[src/fdmd_ram.sv]
// generic simple dual-port ram with one write port and a registered read port
`default_nettype none

module fdmd_ram #(
  parameter int WIDTH = 8,
  parameter int DEPTH = 256
) (
  input  wire logic                     clk,
  input  wire logic                     we,
  input  wire logic [$clog2(DEPTH)-1:0] waddr,
  input  wire logic [WIDTH-1:0]         wdata,
  input  wire logic [$clog2(DEPTH)-1:0] raddr,
  output logic      [WIDTH-1:0]         rdata
);

  logic [WIDTH-1:0] mem [DEPTH];

  always_ff @(posedge clk) begin
    if (we) begin
      mem[waddr] <= wdata;
    end
    rdata <= mem[raddr];
  end

endmodule

`default_nettype wire

[config.mk]
export PLATFORM = sky130hd
export DESIGN_NAME = fdmd_ram
export DESIGN_NICKNAME = d
export VERILOG_FILES = /design/src/fdmd_ram.sv
export SDC_FILE = /design/constraint.sdc
export NUM_CORES = 2
export LEC_CHECK = 0
export ABC_CLOCK_PERIOD_IN_PS = 3100
export BUFFER_PORTS_ARGS = -buffer_cell sky130_fd_sc_hd__buf_2
export CAP_MARGIN = 40
export CORE_ASPECT_RATIO = 1.5
export CORE_MARGIN = 2
export CORE_UTILIZATION = 63
export DETAILED_ROUTE_END_ITERATION = 10
export PLACE_DENSITY = 0.79
export SLEW_MARGIN = 20
export SYNTH_ARGS = -nofsm -noshare
export SYNTH_HDL_FRONTEND = slang
export SYNTH_SLANG_ARGS = --single-unit
export TNS_END_PERCENT = 50
[constraint.sdc]
create_clock -name clk -period 3.1 [get_ports clk]
set_clock_uncertainty 0.15 [all_clocks]
set_input_delay 0.62 -clock clk [delete_from_list [all_inputs] [get_ports clk]]
set_output_delay 0.62 -clock clk [all_outputs]
set_load 0.1 [all_outputs]
==> results.txt <==
The run finished with clean final reports. The die width came out at roughly 290 um. The flip-flop and latch count after synthesis came out at roughly 2100. The clock insertion delay at the later pin of the skew report came out at 0.83 ns. The die boundary height is 439 um.

The detailed-router iteration count before antenna repair is 8. The number of cells traversed by the worst hold path is 1. The instance area after placement is 0.0867 sq mm. Of the available clock period, the critical path in the final layout requires 0.987. The Yosys warning count is 0. The TritonCTS clock tree is yes. The setup-violating endpoint count in the final report is 0. Input and output buffers added on the ports amount to 33. After clock tree synthesis, the clock-pin slew on the worst setup and hold paths is 0.07 ns. The clock tree synthesis step divided the H-tree into 4 levels.

The average instance in the mapped netlist occupies roughly 21 sq um. The slew at the pin closest to its max-slew limit is between 0.8 and 0.9 ns. The power after layout is around 56 mW.

The die covers ~0.13 sq mm. The finished cells cover 0.0926 sq mm. The count of final max-slew check failures is 0. In the final design database the tool counted 4455 nets. The first global-routing pass estimated 307 mm of wire. The maximum fanout encountered on the critical timing path came out at 25. The first routing iteration left 6029 violations. The worst slack after detailed placement is -0.724 ns. TritonCTS created roughly 170 clock buffers. At the worst endpoint, the required time is 3.64 ns. The final RePlAce weighted congestion is 0.903.

The proportion of synthesized flip-flops having asynchronous set or reset came out at 0. After detailed routing, the total wire length is about 210 mm. CTS saw 2056 sinks. The deepest clock path buffer count came out at 3. The total core area is 0.125 sq mm.

The top flip-flop cell by instance count after synthesis is edfxtp_1. For this block, the via count after detailed routing is between 40000 and 50000. Clock tree synthesis selected as its root buffer the cell clkbuf_16.

The worst setup path is launched from an input pin. The total grt overflow is 0. The placed wire-length estimate after detailed placement came out at 132 mm. The number of global-route vias before repair is between 40000 and 50000.

The number of enable flip-flop cells after synthesis is slightly above 2000. The number of antenna violations at the first check in global routing is 10. The number of vias per cell came out at 7.02. The library cell used most frequently in the layout, excluding fill and tap cells, is edfxtp_1. After detailed routing, the number of remaining DRC violations is 0.

The post-synth net total came out at between 3000 and 4000. The signal arrival time at the worst endpoint came out at 3.60 ns. Counting the fill cells in the layout gives 6372. Compared with the post-synthesis result, the final layout area differs by 16.3%. The number of standard cells after synthesis is 3733. The post-synth design cell area came out at between 0.07 and 0.08 sq mm.

34 I/O pins were placed. Entering global routing, the biggest net connects 101 pins. The post-detailed-route wirelength per cell came out at 34.4 um.

The synthesized netlist contains between 50 and 60 unique library cells. The smallest clock period supported by the final layout is computed as 3.06 ns. The placement row count is 159.

In the final layout, the share of cells above drive strength 1 is 0.327. The combined global-route utilization of all metal layers is 0.337. The final count of hold timing violations is 0. The library cells used most frequently in the layout, excluding fill and tap cells, are 2048 x edfxtp_1, 651 x buf_4, 454 x mux4_2.

Setup repair after global routing left no endpoint under its margin. The final antenna-violating net count is 0. For this configuration, the core starts out at a cell density of 0.635.

The highest clock frequency the design can meet is 0.327 GHz. STA classifies the critical path endpoint as a register. The min-delay analysis places its worst path in the category in -> reg.

In this run the static leakage power is 30.2 nW. The critical path is of the in -> reg type. In this run the power density over the cells is 610 mW/mm^2.

Of the synthesized area, sequential elements account for 0.775. The maximum resistive drop on vdd is 650 uV. The worst slew margin relative to its limit is 0.415. Max-cap violations in this run came to 0.

Counting cells, the worst reg-to-reg path comes to 7. The final setup slack of the worst path is 0.0410 ns.
==> kinds of logic (layout without fill, tap and decap cells) <==
kind of cell | Yosys count | in the layout | synth area share
buf+inv | 235 | 1077 | 0.0183
mux | 591 | 591 | 0.146
simple gates | 466 | 466 | 0.0263
compound gates | 385 | 385 | 0.0342
flops | 2056 | 2056 | 0.775
other cells | 0 | 8 | 0
==> flip-flops by register name, summed over array words and instances, names as in the netlist <==
register	count
rdata	8
mem	2048
==> per-stage QoR <==
step / TNS, ns / instances / util / hold slack (ns)
3_3_place_gp: -4.40 / 5864 / 0.692 / 0.944
6_report: 0 / 6193 / 0.739 / 0.171
3_5_place_dp: -4.36 / 5866 / 0.692 / 0.943
4_1_cts: 0 / 6185 / 0.738 / 0.134
2_1_floorplan: 0 / 3733 / - / 0.569
5_1_grt: 0 / 6186 / 0.738 / 0.158
==> layout make-up <==
cell class,instances,area [sq um],area share
Antenna cell,8,20.0,0.000216
Clock inverter,115,1200,0.0130
Clock buffer,204,4590,0.0496
Sequential cell,2056,61700,0.666
Tap cell,1610,2010,0.0218
Multi-Input combinational cell,1442,16500,0.178
Timing Repair Buffer,756,6580,0.0710
Inverter,2,7.51,0.0000811
==> layer usage <==
layer | GRT usage | routed length [um] | up-vias
li1 | - | - | 17100
met1 | 0.395 | 66400 | 22200
met2 | 0.563 | 108000 | 3330
met3 | 0.0691 | 21200 | 896
met4 | 0.235 | 18000 | 4
met5 | 0 | 23 | -
==> report_power, final <==
part           internal (mW)  total (mW)  switching (mW)
combinational           1.30        3.39            2.09
clock                   12.5        22.4            9.87
sequential              30.6        30.7          0.0480
==> repair_timing <==
item / 4_1_cts / 5_1_grt
buffers inserted: 0 / 0
resized for setup: 0 / 1
setup endpoints to repair: 0 / 1
hold buffers: 0 / 0
==> path summary, 6_finish.rpt <==
check	from	endpoint	slack [ns]
min	wdata[7]	mem[27][7]	0.17
max reg2reg	mem[43][3]	rdata[3]	0.12
min reg2reg	mem[147][4]	rdata[4]	0.98
max	raddr[0]	rdata[6]	0.04
==> critical path, stage by stage <==
cell and delay, ns:
buf_8 0.25, buf_12 0.20, buf_12 0.24, buf_4 0.23, mux4_2 0.53, a22oi_1 0.31
a21oi_1 0.17, nor4_1 0.72, buf_4 0.23, nor4_2 0.04
==> synth_stat cells, drive strengths merged (2+ instances only) <==
cell     count  area, sq um
nand2b       8         50.1
a2111oi      5         52.6
o211ai      10         75.1
nor2       282         1060
o22a         5         43.8
buf        122         1030
clkbuf     111          417
nand2       33          124
or2          4         25.0
a311oi       2         17.5
a21oi       96          480
nor2b       31          194
dfxtp        8          160
nand4       10         62.6
nor4        27          188
a31oi        2         12.5
and2         6         37.5
and3b        2         17.5
mux2i      134         1340
edfxtp    2048        61500
nand3       34          170
o22ai       28          175
a221oi      14          129
o21ai       12         60.1
o221ai      47          418
a211oi      16          120
nand3b       2         15.0
mux4       456        10300
nor3        22          110
a22o         8         70.1
a22oi      133          998
o32ai        5         51.3
Note: power is estimated with default switching activity, not from simulation.
